`src/rtl/core/lap_timer_with_odometer_unit_macros.svh`:
```
// Assertion macros shared by the lap timer RTL.
`ifndef LAP_TIMER_WITH_ODOMETER_UNIT_MACROS_SVH
`define LAP_TIMER_WITH_ODOMETER_UNIT_MACROS_SVH

// Same-cycle implication, sampled on clk, off during reset.
`define LTWO_CHECK(label, ante, cons, msg) \
    label: assert property (@(posedge clk) disable iff (!rst_n) (ante) |-> (cons)) \
        else $error(msg);

// Next-cycle implication, sampled on clk, off during reset.
`define LTWO_CHECK_NEXT(label, ante, cons, msg) \
    label: assert property (@(posedge clk) disable iff (!rst_n) (ante) |=> (cons)) \
        else $error(msg);

`endif

```
`src/rtl/core/ltwo_pkg.sv`:
```
// Types and constants of the lap timer with odometer.
package ltwo_pkg;

    localparam int LTWO_LAP_DEPTH = 3;
    localparam int LTWO_SLOTS     = 3;

    localparam int LTWO_SEC_W   = 16;
    localparam int LTWO_NUM_W   = 8;
    localparam int LTWO_PULSE_W = 32;
    localparam int LTWO_SPEED_W = 16;
    localparam int LTWO_SUB_W   = 4;
    localparam int LTWO_LOCK_W  = 8;

    localparam int LTWO_DVD_W   = 32;
    localparam int LTWO_DIVR_W  = 21;
    localparam int LTWO_STEP_W  = 6;
    localparam int LTWO_SCALE_W = 22;

    localparam int LTWO_CFG_IDX_W  = 1;
    localparam int LTWO_CFG_DATA_W = 8;
    localparam int LTWO_IN_DATA_W  = 8;
    localparam int LTWO_IN_USER_W  = 2;
    localparam int LTWO_OUT_DATA_W = 136;

    localparam logic [LTWO_CFG_IDX_W-1:0] LTWO_REG_LOCKOUT = 1'd0;
    localparam logic [LTWO_CFG_IDX_W-1:0] LTWO_REG_TPS     = 1'd1;

    localparam logic [1:0] LTWO_REQ_TICK  = 2'd0;
    localparam logic [1:0] LTWO_REQ_LAP   = 2'd1;
    localparam logic [1:0] LTWO_REQ_PULSE = 2'd2;

    localparam logic [LTWO_LOCK_W-1:0] LTWO_LOCKOUT_RESET = 8'd30;
    localparam logic [LTWO_SUB_W-1:0]  LTWO_TPS_RESET     = 4'd10;

    localparam logic [10:0]             LTWO_PULSE_SCALE = 11'd1548;
    localparam logic [4:0]              LTWO_TIME_SCALE  = 5'd20;
    localparam logic [5:0]              LTWO_SPEED_MUL   = 6'd36;
    localparam logic [LTWO_DIVR_W-1:0]  LTWO_SPEED_DIV   = 21'd1000;

    typedef struct packed {
        logic [LTWO_LOCK_W-1:0] lockout_ticks;
        logic [LTWO_SUB_W-1:0]  ticks_per_second;
    } ltwo_cfg_t;

    typedef struct packed {
        logic [LTWO_SEC_W-1:0]                    seconds;
        logic [LTWO_SLOTS-1:0][LTWO_SEC_W-1:0]    lap_time;
        logic [LTWO_SLOTS-1:0][LTWO_NUM_W-1:0]    lap_num;
        logic [LTWO_PULSE_W-1:0]                  pulses;
    } ltwo_view_t;

endpackage

```
`src/rtl/core/lap_timer_with_odometer_unit.sv`:
```
// Lap timer with odometer: top level with config registers and result register.
//
// Input stream s_axis: one item per event. tuser carries the event kind
// (tick of 0.1 s, lap press, wheel pulse), tdata bit 0 the reset switch level.
// Output stream m_axis: one item per input item with the seconds, the lap
// history, the pulse count and the average speed in 0.1 km/h.
// Config port: cfg_we writes cfg_data into register cfg_index
// (0 lockout ticks, 1 ticks per second); write only while the block is idle.
// Order: counters update at acceptance; start_reg then starts the sequencer,
// which runs the bit-serial divider (32 steps for distance over time, 22 steps
// for the km/h scale) and hands the speed to the result register. With zero
// distance or time it skips the divider. One item at a time: s_axis_tready is low while the sequencer works.
// The result register frees the pipe: a new item is taken while the previous
// result waits; if m_axis stalls, the next result holds in the sequencer
// and s_axis_tready stays low until it moves into the result register.
// Reset: lockout 30, ticks per second 10, all counts and laps zero.
module lap_timer_with_odometer_unit #(
    parameter int LAP_DEPTH = ltwo_pkg::LTWO_LAP_DEPTH
) (
    input  logic                                  clk,
    input  logic                                  rst_n,
    input  logic                                  cfg_we,
    input  logic [ltwo_pkg::LTWO_CFG_IDX_W-1:0]   cfg_index,
    input  logic [ltwo_pkg::LTWO_CFG_DATA_W-1:0]  cfg_data,
    input  logic                                  s_axis_tvalid,
    output logic                                  s_axis_tready,
    input  logic [ltwo_pkg::LTWO_IN_DATA_W-1:0]   s_axis_tdata,  // reset_switch
    input  logic [ltwo_pkg::LTWO_IN_USER_W-1:0]   s_axis_tuser,  // req_type
    output logic                                  m_axis_tvalid,
    input  logic                                  m_axis_tready,
    // elapsed_sec, lap_time_1..3, lap_num_1..3, distance_pulses, avg_speed
    output logic [ltwo_pkg::LTWO_OUT_DATA_W-1:0]  m_axis_tdata
);
    import ltwo_pkg::*;

    `include "lap_timer_with_odometer_unit_macros.svh"

    ltwo_cfg_t                   cfg_reg;
    logic                        start_reg;
    logic                        out_valid_reg;
    logic [LTWO_OUT_DATA_W-1:0]  out_data_reg;

    logic                        accept;
    logic                        out_load;
    ltwo_view_t                  view;
    logic                        spd_busy;
    logic                        spd_valid;
    logic [LTWO_SPEED_W-1:0]     spd_speed;

    always_ff @(posedge clk or negedge rst_n)
    begin
        if (!rst_n)
        begin
            cfg_reg.lockout_ticks    <= LTWO_LOCKOUT_RESET;
            cfg_reg.ticks_per_second <= LTWO_TPS_RESET;
        end
        else if (cfg_we)
        begin
            unique case (cfg_index)
                LTWO_REG_LOCKOUT: cfg_reg.lockout_ticks    <= cfg_data;
                LTWO_REG_TPS:     cfg_reg.ticks_per_second <= cfg_data[LTWO_SUB_W-1:0];
                default:          ;
            endcase
        end
    end

    assign s_axis_tready = !spd_busy && !start_reg;
    assign accept        = s_axis_tvalid && s_axis_tready;
    assign out_load      = spd_valid && (!out_valid_reg || m_axis_tready);

    ltwo_state #(
        .LAP_DEPTH (LAP_DEPTH)
    ) u_state (
        .clk          (clk),
        .rst_n        (rst_n),
        .load         (accept),
        .req_type     (s_axis_tuser),
        .reset_switch (s_axis_tdata[0]),
        .cfg          (cfg_reg),
        .view         (view)
    );

    ltwo_speed u_speed (
        .clk     (clk),
        .rst_n   (rst_n),
        .start   (start_reg),
        .ack     (out_load),
        .pulses  (view.pulses),
        .seconds (view.seconds),
        .busy    (spd_busy),
        .valid   (spd_valid),
        .speed   (spd_speed)
    );

    always_ff @(posedge clk or negedge rst_n)
    begin
        if (!rst_n)
        begin
            start_reg     <= 1'b0;
            out_valid_reg <= 1'b0;
        end
        else
        begin
            start_reg <= accept;
            if (out_load)
                out_valid_reg <= 1'b1;
            else if (m_axis_tready)
                out_valid_reg <= 1'b0;
        end
    end

    always_ff @(posedge clk)
    begin
        if (out_load)
        begin
            out_data_reg <= {spd_speed, view.pulses,
                             view.lap_num[2], view.lap_num[1], view.lap_num[0],
                             view.lap_time[2], view.lap_time[1], view.lap_time[0],
                             view.seconds};
        end
    end

    assign m_axis_tvalid = out_valid_reg;
    assign m_axis_tdata  = out_data_reg;

    `LTWO_CHECK_NEXT(a_one_item, accept, !s_axis_tready, "item accepted while one is in work")
    `LTWO_CHECK(a_zero_speed, spd_valid && (view.seconds == '0), spd_speed == '0,
        "nonzero speed with zero seconds")
    `LTWO_CHECK(a_lap_count, (LAP_DEPTH > 1) && (view.lap_num[0] != 8'(view.lap_num[1] + 1'b1)),
        (view.lap_num[0] == '0) && (view.lap_num[1] == '0), "lap numbers out of step")

endmodule

```
`src/rtl/core/ltwo_div.sv`:
```
// Bit-serial restoring divider, one quotient bit per cycle.
module ltwo_div (
    input  logic                               clk,
    input  logic                               rst_n,
    input  logic                               start,
    input  logic [ltwo_pkg::LTWO_STEP_W-1:0]   steps,
    input  logic [ltwo_pkg::LTWO_DVD_W-1:0]    dividend,
    input  logic [ltwo_pkg::LTWO_DIVR_W-1:0]   divisor,
    output logic                               done,
    output logic [ltwo_pkg::LTWO_DVD_W-1:0]    quotient
);
    import ltwo_pkg::*;

    logic                    busy_reg;
    logic                    done_reg;
    logic [LTWO_STEP_W-1:0]  cnt_reg;
    logic [LTWO_DIVR_W-1:0]  rem_reg;
    logic [LTWO_DIVR_W-1:0]  div_reg;
    logic [LTWO_DVD_W-1:0]   dvd_reg;
    logic [LTWO_DVD_W-1:0]   quo_reg;

    logic [LTWO_DIVR_W:0]    trial;
    logic                    fits;
    logic [LTWO_DIVR_W-1:0]  rem_next;

    always_comb
    begin
        trial    = {rem_reg, dvd_reg[LTWO_DVD_W-1]};
        fits     = (trial >= {1'b0, div_reg});
        rem_next = fits ? LTWO_DIVR_W'(trial - {1'b0, div_reg}) : trial[LTWO_DIVR_W-1:0];
    end

    always_ff @(posedge clk or negedge rst_n)
    begin
        if (!rst_n)
        begin
            busy_reg <= 1'b0;
            done_reg <= 1'b0;
            cnt_reg  <= '0;
        end
        else if (start)
        begin
            busy_reg <= 1'b1;
            done_reg <= 1'b0;
            cnt_reg  <= steps;
        end
        else if (busy_reg)
        begin
            cnt_reg <= cnt_reg - 1'b1;
            if (cnt_reg == LTWO_STEP_W'(1))
            begin
                busy_reg <= 1'b0;
                done_reg <= 1'b1;
            end
        end
        else
        begin
            done_reg <= 1'b0;
        end
    end

    always_ff @(posedge clk)
    begin
        if (start)
        begin
            rem_reg <= '0;
            div_reg <= divisor;
            dvd_reg <= dividend;
            quo_reg <= '0;
        end
        else if (busy_reg)
        begin
            rem_reg <= rem_next;
            dvd_reg <= {dvd_reg[LTWO_DVD_W-2:0], 1'b0};
            quo_reg <= {quo_reg[LTWO_DVD_W-2:0], fits};
        end
    end

    assign done     = done_reg;
    assign quotient = quo_reg;

endmodule

```
`src/rtl/core/ltwo_state.sv`:
```
// Event state: subsecond and second counters, lockout, lap history, odometer.
module ltwo_state #(
    parameter int LAP_DEPTH = ltwo_pkg::LTWO_LAP_DEPTH
) (
    input  logic                                 clk,
    input  logic                                 rst_n,
    input  logic                                 load,
    input  logic [ltwo_pkg::LTWO_IN_USER_W-1:0]  req_type,
    input  logic                                 reset_switch,
    input  ltwo_pkg::ltwo_cfg_t                  cfg,
    output ltwo_pkg::ltwo_view_t                 view
);
    import ltwo_pkg::*;

    logic                     running_reg,  running_next;
    logic [LTWO_SEC_W-1:0]    seconds_reg,  seconds_next;
    logic [LTWO_SUB_W-1:0]    sub_reg,      sub_next;
    logic [LTWO_LOCK_W-1:0]   lockout_reg,  lockout_next;
    logic [LTWO_SEC_W-1:0]    mark_reg,     mark_next;
    logic [LTWO_PULSE_W-1:0]  pulses_reg,   pulses_next;
    logic [LTWO_SEC_W-1:0]    times_reg [LAP_DEPTH];
    logic [LTWO_SEC_W-1:0]    times_next [LAP_DEPTH];
    logic [LTWO_NUM_W-1:0]    nums_reg [LAP_DEPTH];
    logic [LTWO_NUM_W-1:0]    nums_next [LAP_DEPTH];

    logic [LTWO_SEC_W-1:0]    time_slot [LTWO_SLOTS];
    logic [LTWO_NUM_W-1:0]    num_slot [LTWO_SLOTS];

    always_comb
    begin
        running_next = running_reg;
        seconds_next = seconds_reg;
        sub_next     = sub_reg;
        lockout_next = lockout_reg;
        mark_next    = mark_reg;
        pulses_next  = pulses_reg;
        times_next   = times_reg;
        nums_next    = nums_reg;

        if (load)
        begin
            unique case (req_type)
                LTWO_REQ_TICK:
                begin
                    if (running_reg)
                        sub_next = sub_reg + 1'b1;
                    else if (sub_reg < cfg.ticks_per_second)
                        sub_next = sub_reg + 1'b1;
                    if (lockout_reg != '0)
                    begin
                        lockout_next = lockout_reg - 1'b1;
                    end
                    else if (reset_switch)
                    begin
                        running_next = 1'b0;
                        seconds_next = '0;
                        mark_next    = '0;
                        pulses_next  = '0;
                        for (int k = 0; k < LAP_DEPTH; k++)
                        begin
                            times_next[k] = '0;
                            nums_next[k]  = '0;
                        end
                    end
                end
                LTWO_REQ_LAP:
                begin
                    lockout_next = cfg.lockout_ticks;
                    if (seconds_reg != mark_reg)
                    begin
                        for (int k = 1; k < LAP_DEPTH; k++)
                        begin
                            times_next[k] = times_reg[k-1];
                            nums_next[k]  = nums_reg[k-1];
                        end
                        times_next[0] = seconds_reg - mark_reg;
                        nums_next[0]  = nums_reg[0] + 1'b1;
                        mark_next     = seconds_reg;
                    end
                end
                LTWO_REQ_PULSE:
                begin
                    running_next = 1'b1;
                    pulses_next  = pulses_reg + 1'b1;
                end
                default:
                begin
                end
            endcase

            // roll a full second
            if (running_next && (sub_next >= cfg.ticks_per_second))
            begin
                seconds_next = seconds_next + 1'b1;
                sub_next     = '0;
            end
        end
    end

    always_ff @(posedge clk or negedge rst_n)
    begin
        if (!rst_n)
        begin
            running_reg <= 1'b0;
            seconds_reg <= '0;
            sub_reg     <= '0;
            lockout_reg <= LTWO_LOCKOUT_RESET;
            mark_reg    <= '0;
            pulses_reg  <= '0;
            for (int k = 0; k < LAP_DEPTH; k++)
            begin
                times_reg[k] <= '0;
                nums_reg[k]  <= '0;
            end
        end
        else
        begin
            running_reg <= running_next;
            seconds_reg <= seconds_next;
            sub_reg     <= sub_next;
            lockout_reg <= lockout_next;
            mark_reg    <= mark_next;
            pulses_reg  <= pulses_next;
            times_reg   <= times_next;
            nums_reg    <= nums_next;
        end
    end

    for (genvar k = 0; k < LTWO_SLOTS; k++)
    begin : g_slot
        if (k < LAP_DEPTH)
        begin : g_used
            assign time_slot[k] = times_reg[k];
            assign num_slot[k]  = nums_reg[k];
        end
        else
        begin : g_empty
            assign time_slot[k] = '0;
            assign num_slot[k]  = '0;
        end
    end

    always_comb
    begin
        view.seconds = seconds_reg;
        view.pulses  = pulses_reg;
        for (int k = 0; k < LTWO_SLOTS; k++)
        begin
            view.lap_time[k] = time_slot[k];
            view.lap_num[k]  = num_slot[k];
        end
    end

endmodule

```
`src/rtl/core/ltwo_speed.sv`:
```
// Average speed sequencer: scales distance and time, divides bit-serially.
module ltwo_speed (
    input  logic                                clk,
    input  logic                                rst_n,
    input  logic                                start,
    input  logic                                ack,
    input  logic [ltwo_pkg::LTWO_PULSE_W-1:0]   pulses,
    input  logic [ltwo_pkg::LTWO_SEC_W-1:0]     seconds,
    output logic                                busy,
    output logic                                valid,
    output logic [ltwo_pkg::LTWO_SPEED_W-1:0]   speed
);
    import ltwo_pkg::*;

    typedef enum logic [2:0] {
        S_IDLE,
        S_LOAD1,
        S_DIV1,
        S_LOAD2,
        S_DIV2,
        S_DONE
    } state_t;

    state_t                   state_reg;
    logic [LTWO_DVD_W-1:0]    m_reg;
    logic [LTWO_DIVR_W-1:0]   d_reg;
    logic [LTWO_SCALE_W-1:0]  x_reg;
    logic [LTWO_SPEED_W-1:0]  speed_reg;

    logic                     div_start;
    logic [LTWO_STEP_W-1:0]   div_steps;
    logic [LTWO_DVD_W-1:0]    div_dividend;
    logic [LTWO_DIVR_W-1:0]   div_divisor;
    logic                     div_done;
    logic [LTWO_DVD_W-1:0]    div_quotient;

    always_comb
    begin
        div_start    = (state_reg == S_LOAD1) || (state_reg == S_LOAD2);
        div_steps    = LTWO_STEP_W'(LTWO_DVD_W);
        div_dividend = m_reg;
        div_divisor  = d_reg;
        if (state_reg == S_LOAD2)
        begin
            div_steps    = LTWO_STEP_W'(LTWO_SCALE_W);
            div_dividend = {x_reg, (LTWO_DVD_W - LTWO_SCALE_W)'(0)};
            div_divisor  = LTWO_SPEED_DIV;
        end
    end

    ltwo_div u_div (
        .clk      (clk),
        .rst_n    (rst_n),
        .start    (div_start),
        .steps    (div_steps),
        .dividend (div_dividend),
        .divisor  (div_divisor),
        .done     (div_done),
        .quotient (div_quotient)
    );

    always_ff @(posedge clk or negedge rst_n)
    begin
        if (!rst_n)
        begin
            state_reg <= S_IDLE;
        end
        else
        begin
            unique case (state_reg)
                S_IDLE:
                begin
                    if (start)
                    begin
                        if ((pulses == '0) || (seconds == '0))
                        begin
                            speed_reg <= '0;
                            state_reg <= S_DONE;
                        end
                        else
                        begin
                            m_reg     <= LTWO_DVD_W'(pulses * LTWO_PULSE_SCALE);
                            d_reg     <= LTWO_DIVR_W'(seconds * LTWO_TIME_SCALE);
                            state_reg <= S_LOAD1;
                        end
                    end
                end
                S_LOAD1:
                begin
                    state_reg <= S_DIV1;
                end
                S_DIV1:
                begin
                    if (div_done)
                    begin
                        x_reg     <= LTWO_SCALE_W'(div_quotient[LTWO_SPEED_W-1:0]
                                                   * LTWO_SPEED_MUL);
                        state_reg <= S_LOAD2;
                    end
                end
                S_LOAD2:
                begin
                    state_reg <= S_DIV2;
                end
                S_DIV2:
                begin
                    if (div_done)
                    begin
                        speed_reg <= div_quotient[LTWO_SPEED_W-1:0];
                        state_reg <= S_DONE;
                    end
                end
                S_DONE:
                begin
                    if (ack)
                        state_reg <= S_IDLE;
                end
                default:
                begin
                    state_reg <= S_IDLE;
                end
            endcase
        end
    end

    assign busy  = (state_reg != S_IDLE);
    assign valid = (state_reg == S_DONE);
    assign speed = speed_reg;

endmodule

```
`config.mk`:
```
export PLATFORM = sky130hd
export DESIGN_NAME = lap_timer_with_odometer_unit
export DESIGN_NICKNAME = d
export VERILOG_FILES = /design/src/rtl/core/ltwo_pkg.sv /design/src/rtl/core/lap_timer_with_odometer_unit.sv /design/src/rtl/core/ltwo_div.sv /design/src/rtl/core/ltwo_state.sv /design/src/rtl/core/ltwo_speed.sv
export VERILOG_INCLUDE_DIRS = /design/src /design/src/rtl/core
export SDC_FILE = /design/constraint.sdc
export NUM_CORES = 1
export LEC_CHECK = 0
export BUFFER_PORTS_ARGS = -buffer_cell sky130_fd_sc_hd__buf_2
export CORE_MARGIN = 2
export CORE_UTILIZATION = 55
export DETAILED_ROUTE_END_ITERATION = 6
export HOLD_SLACK_MARGIN = 0.03
export PLACE_DENSITY = 0.77
export SYNTH_ARGS = -nofsm -noshare
export SYNTH_HDL_FRONTEND = slang
export SYNTH_SLANG_ARGS = --single-unit
```
`constraint.sdc`:
```
create_clock -name clk -period 14.8 [get_ports clk]
set_input_delay 0.74 -clock clk [delete_from_list [all_inputs] [get_ports clk]]
set_output_delay 0.74 -clock clk [all_outputs]
set_load 0.02 [all_outputs]
```
==> metrics.txt, run 1 <==
outcome complete, no violations; Synth Area in XOR/XNOR under 10%; htree depth 2; slowest CP cell fa_1; Final GP Congestion around 0.87; hold slack roughly 0.11 ns; FP Rows approximately 80; main combinational cell family by area after synthesis adder cells; nature of the critical path endpoint flop; worst-case clock skew ~0.021 ns; Yosys cell types 75; pin count of the biggest net entering global routing a little under 90; PwrDens around 240 mW/mm²; dominant cell type by area after synthesis edfxtp_1; CP Launch Type flop; kind of critical path reg -> reg; Root Driver clkbuf_16; critical path depth 16; crit share post-route 31.7%; Max Cap Viol 0; final routed DRC violation total 0; Primary FF master, synth edfxtp_1; synthesis-to-finish area growth 12.5%; synthesized area ~0.025 mm²; CTS Buf Count 50; Worst slew margin a little under a tenth; Slew Viols, Final 0; Setup Viol. Count Final 0; RSZ-0062 raised after global routing false; share of the synthesized area in the top cell type roughly 32%; syn_area_per_cell 11.1 µm²; syn nets between 2000 and 3000; NumNets Final about 2700; Final WS setup slightly above 10 ns; highest-count cells in the layout ignoring fill and taps 287 x nand2_1, 270 x edfxtp_1, 208 x ha_1; fin crit period roughly 4.7 ns; global-route usage over all layers between 20 and 25%; register bit total from synthesis 481; PnR Total Power between 0.006 and 0.007 W; ys async rst share 36.2%; latest clock arrival within the worst-skew pair around 0.60 ns; Final ANT Viol Nets 0; clock sink total 481; post-synthesis simple-gate area fraction ~12%; Post-Syn Instances about 2300; Post-DP HPWL about 36000 µm; R2R setup slack about 10 ns; post-synthesis adder-cell area fraction about 14%; Slew @ Worst Pin 1.34 ns; Resize count post-CTS 0; Worst R2R End u_speed.m_reg[31]; Setup Total Neg Slack 0 ns; fraction of synthesized area in multiplexers ~2.7%; endpoints failing hold 0; Post-synth EDFFs between 200 and 300; P_leak approximately 12 nW; first-pass GRT wire length between 80000 and 90000 µm; vias per cell about 5.5; maximum vdd drop 0.000251 V; total die area about 0.047 mm²; share of cells above drive strength 1 12.6%; die height around 220 µm; number of setup buffers added after CTS 0; CTS tree yes; max reg flops roughly 140; Die Span X between 200 and 250 µm; initial antenna violation count 2; register area share after synthesis between 50% and 60%; fmax 213 MHz; min-delay worst type in -> async; crit path max fanout 5; most common cell after layout, fill and taps aside nand2_1; Yosys warnings 0; Initial DRT Pass Iterations 5; post-cts hold buffer count 0; WP buf/inv 3; worst path required time about 15 ns; Starting Density 55.4%; r2r startpoint u_state.pulses_reg[2]; Synth area leaders edfxtp_1 32%, dfrtp_1 16%, ha_1 10%; routed vias about 17000; Max clock buf depth 3; drt wl/cell 17.3 µm; CORE AREA between 0.04 and 0.05 mm²; total global routing overflow 0; crit path DAT 5.03 ns; number of global-route vias before repair approximately 17000; Ports about 160; crit-path cells inv_1 -> ha_1 -> ha_1 -> fa_1 -> inv_1 -> fa_1 -> inv_1 -> ha_1 -> o21ai_0 -> a32o_1 -> a21oi_1 -> a41oi_1 -> o2111a_1 -> nor2_1 -> a41oi_1 -> xnor2_1; slowest stage delay, CP approximately 0.50 ns; Synth Area in Compound Gates about a tenth; port bufs between 150 and 200; reg2reg path depth 16; 1st-iter DRT viols about 1300; final wirelength 52600 µm; CP delay by family, top adder cells; clock-pin slew on the worst setup and hold paths ~0.060 ns; Place WS approximately 10 ns; Ant. Diodes 0
## kinds of logic (layout without fill, tap and decap cells)
family,after synthesis,after routing
xor gates and xnor gates,122,122
and+or+nand+nor,642,642
DFF,481,481
AOI/OAI and AO/OA,419,419
muxes,65,65
buffers and inverters,272,468
adders and majority gates,249,249
## per-layer routing
layer / vias up / GRT usage [%] / part of all wire (%) / wire (µm)
met5: - / 0 / 0.046 / 24
met4: 4 / 5.84 / 2.2 / 1150
met3: 89 / 3.87 / 4.3 / 2270
met2: 345 / 36.6 / 48 / 25100
met1: 8104 / 31.6 / 46 / 24100
li1: 8178 / - / - / -
## cells in the mapped netlist, drive strengths merged, types with 14 or more instances
master	count
nand2	292
edfxtp	270
ha	208
inv	202
dfrtp	164
o21ai	162
nor2	124
a21oi	95
xnor2	80
mux2i	52
clkbuf	48
xor2	42
and2	41
fa	41
dfxtp	37
nand3	36
a21o	29
nor3	29
nand2b	24
a31oi	23
nand4	22
buf	20
and3	14
## worst max-delay path by stage
stage | start | to
2_1_floorplan | u_speed.state_reg[1] | m_axis_tdata[0]
3_3_place_gp | u_state.pulses_reg[2] | u_speed.m_reg[31]
3_5_place_dp | u_state.pulses_reg[2] | u_speed.m_reg[31]
4_1_cts | u_state.pulses_reg[2] | u_speed.m_reg[31]
5_1_grt | u_state.pulses_reg[2] | u_speed.m_reg[31]
6_report | u_state.pulses_reg[2] | u_speed.m_reg[31]
## area by class of cell
cell class                      instances  area, µm²
Inverter                              204        767
Timing Repair Buffer                  170        897
Fill cell                            3480      17000
Multi-Input combinational cell       1497      10800
Clock inverter                         27        319
Sequential cell                       481      13200
Clock buffer                           67       1410
Tap cell                              600        751
## through the flow
step / cell area, µm² / std cells / utilization (%)
after global routing: 28100 / 3046 / 62.3
after CTS: 28100 / 3046 / 62.3
after floorplan: 25000 / 2250 / -
after global placement: 26400 / 2952 / 58.5
final: 28100 / 3046 / 62.3
after detailed placement: 26400 / 2952 / 58.5
## power by group
part	internal [W]	switching (W)
combinational	0.00142	0.00196
sequential	0.00187	0.000190
clock	0.000776	0.000527
total	0.00406	0.00267
No activity file was read; power rests on OpenSTA's default activity.
==> run 2: changes to the inputs <==
Settings changed: ABC_AREA set to 1.
Clock period 14.8 ns to 4.5 ns, I/O delays scaled along.
==> metrics.txt, run 2 <==
outcome complete, no violations; Switch Pwr 0.0104 W (+290%); slowest CP cell fa_1; final routed DRC violation total 0 (unchanged); ys async rst share 36.2% (unchanged); total die area 0.0479 mm² (+1.5%); worst-case clock skew 0.0133 ns (-0.00743 ns); Switching Share 43.4% (+3.6 points); endpoints failing hold 0 (unchanged); Slew @ Worst Pin 1.27 ns (-0.0750 ns); crit share post-route 88.4% (+57 points); drt wl/cell 16.9 µm (-2.3%); initial antenna violation count 1 (-1); P_leak 13.3 nW (+8.0%); CTS tree yes; first-pass GRT wire length 92500 µm (+8.0%); RSZ-0062 raised after global routing false; final core occ 63.2% (+0.92 points); register bit total from synthesis 481 (unchanged); Yosys cell types 51 (-32%); Post-DP HPWL 41600 µm (+14%); min-delay worst type in -> reg; number of global-route vias before repair 18108 (+9.2%); dominant cell type by area after synthesis edfxtp_1; worst path required time 4.83 ns (-10.31 ns); register area share after synthesis 52.0% (-0.82 points); Post-synth EDFFs 270 (unchanged); Final GP Congestion 0.890 (+2.9%); clock-pin slew on the worst setup and hold paths 0.06 ns (about the same); CORE AREA 0.0455 mm² (+0.65%); CP Launch Type flop; Ports 162 (unchanged); kind of critical path reg -> reg; crit path max fanout 6 (+1); total global routing overflow 0 (unchanged); fmax 251 MHz (+18%); syn nets 2849 (+13%); clock power share 17.4% (-2.0 points); top-count cell post-synth nand2_1; Slew Viols, Final 0 (unchanged); Yosys warnings 0 (unchanged); nature of the critical path endpoint flop; syn_area_per_cell 9.87 µm² (-11%); htree depth 2 (unchanged); fin crit period 3.98 ns (-0.709 ns); FP Rows 78 (unchanged); hold path depth 4; PnR Total Power 0.0240 W (+260%); Initial DRT Pass Iterations 5 (unchanged); highest-count cells in the layout ignoring fill and taps 489 x nand2_1, 403 x inv_1, 270 x edfxtp_1; most common cell after layout, fill and taps aside nand2_1; Root Driver clkbuf_16; Synth area leaders edfxtp_1 32%, dfrtp_1 16%, ha_1 10%; clock sink total 481 (unchanged); PwrDens 836 mW/mm² (+250%); final wirelength 57500 µm (+9.3%); share of cells above drive strength 1 11.5% (-1.0 points); Setup Viol. Count Final 0 (unchanged); number of setup buffers added after CTS 0 (unchanged); Worst slew margin 15.5% (+6.1 points); Primary FF master, synth edfxtp_1; CTS Buf Count 50 (unchanged); filler instances 3700 (+6.3%); Final ANT Viol Nets 0 (unchanged); port bufs 154 (unchanged); Post-Syn Instances 2576 (+14%); NumNets Final 3039 (+14%); global-route usage over all layers 24.2% (+1.7 points); synthesis-to-finish area growth 13.1%; slowest stage delay, CP 0.56 ns (+0.06 ns); synthesized area 0.0254 mm² (+1.6%); latest clock arrival within the worst-skew pair 0.59 ns (about the same); routed vias 18268 (+9.3%); maximum vdd drop 0.000724 V (+190%); pin count of the biggest net entering global routing 82 (-5.7%); synth cell count leaders 489 x nand2_1, 403 x inv_1, 270 x edfxtp_1; crit path DAT 4.31 ns (-0.72 ns); sequential power share 31.1% (+0.5 points); die height 219 µm (+0.77%); Max Cap Viol 0 (unchanged); vias per cell 5.36 (-2.3%); reg2reg path depth 15 (-1); Ant. Diodes 0 (unchanged); Setup Total Neg Slack 0 ns (unchanged); CP most frequent cell inv_1; share of the synthesized area in the top cell type 31.9% (-0.50 points); combinational power share 51.5% (+1.4 points); crit-path cells inv_1 -> ha_1 -> ha_1 -> fa_1 -> inv_1 -> fa_1 -> inv_1 -> ha_1 -> nand2_1 -> inv_1 -> a21oi_1 -> nor2_1 -> nor3_1 -> nand3_1 -> xnor2_1; 1st-iter DRT viols 1461 (+9.8%); Die Span X 219 µm (+0.77%); Starting Density 55.9% (+0.51 points); max reg flops 136 (unchanged); Max clock buf depth 3 (unchanged); P_int 0.0136 W (+240%)
## run 2: final timing paths
path                                              from                      to  slack [ns]
min in group asynchronous                        rst_n        u_state.view[91]        0.23
worst max-delay path            u_state.pulses_reg[16]       u_speed.m_reg[31]        0.52
max in group asynchronous                        rst_n        u_state.view[43]        3.01
worst min register to register        u_speed.speed[3]       m_axis_tdata[123]        0.42
worst max register to register  u_state.pulses_reg[16]       u_speed.m_reg[31]        0.52
worst min-delay path                   s_axis_tuser[0]  u_state.pulses_reg[27]        0.08
## run 2: repair_timing
action,in CTS,in global routing
gates resized for setup,0,0
endpoints found under the hold margin,86,0
hold buffers,14,0
## run 2: cells by family after synthesis
family | Yosys count | synth area share [%]
AND/OR/NAND/NOR | 892 | 15.0
flip-flops | 481 | 52.0
buffers and inverters | 460 | 6.91
AO/OA/AOI/OAI | 382 | 8.70
adder cells (fa/ha/maj) | 249 | 13.5
XOR/XNOR | 108 | 3.72
multiplexers | 4 | 0.177
## run 2: power by group through the flow
stage	combinational (W)	clock, W	sequential (W)
2_1_floorplan	0.00901	0	0.00762
3_3_place_gp	0.0120	0	0.00748
3_5_place_dp	0.0123	0	0.00752
4_1_cts	0.0124	0.00424	0.00746
5_1_grt	0.0141	0.00442	0.00759
6_report	0.0124	0.00417	0.00747
## run 2: layer usage
| metal | vias to the layer above | wire, µm | share of wire (%) | GRT usage [%] |
|---|---|---|---|---|
| met4 | 2 | 1480 | 2.6 | 7.84 |
| met3 | 106 | 3040 | 5.3 | 3.37 |
| li1 | 8992 | - | - | - |
| met1 | 8675 | 25500 | 44 | 33.1 |
| met2 | 493 | 27500 | 48 | 40.1 |
| met5 | - | 13 | 0.023 | 0 |
## run 2: critical path, delay by kind of cell (launching register included)
family | cells | cell delay, ns
adder cells (fa/ha/maj) | 5 | 2.14
AND/OR/NAND/NOR | 4 | 0.51
XOR/XNOR | 1 | 0.14
flip-flops | 1 | 0.49
buffers and inverters | 4 | 0.23
AO/OA/AOI/OAI | 1 | 0.22
## run 2: area by class of cell
| class | instances | area, µm² | area share [%] |
|---|---|---|---|
| Sequential cell | 481 | 13200 | 46.0 |
| Multi-Input combinational cell | 1635 | 10500 | 36.5 |
| Inverter | 412 | 1550 | 5.38 |
| Clock buffer | 71 | 1480 | 5.13 |
| Timing Repair Buffer | 186 | 1060 | 3.70 |
| Tap cell | 600 | 751 | 2.61 |
| Clock inverter | 23 | 214 | 0.744 |
## run 2: metrics by stage
stage                     instance area, µm²  std cells  setup slack [ns]  hold slack (ns)
after floorplan                        25400       2576             0.945          -0.0706
after global placement                 26900       3300             0.535            0.301
after detailed placement               26900       3300             0.527            0.304
after CTS                              28700       3408             0.510           0.0533
after global routing                   28700       3408             0.299            0.107
final                                  28700       3408             0.521           0.0801
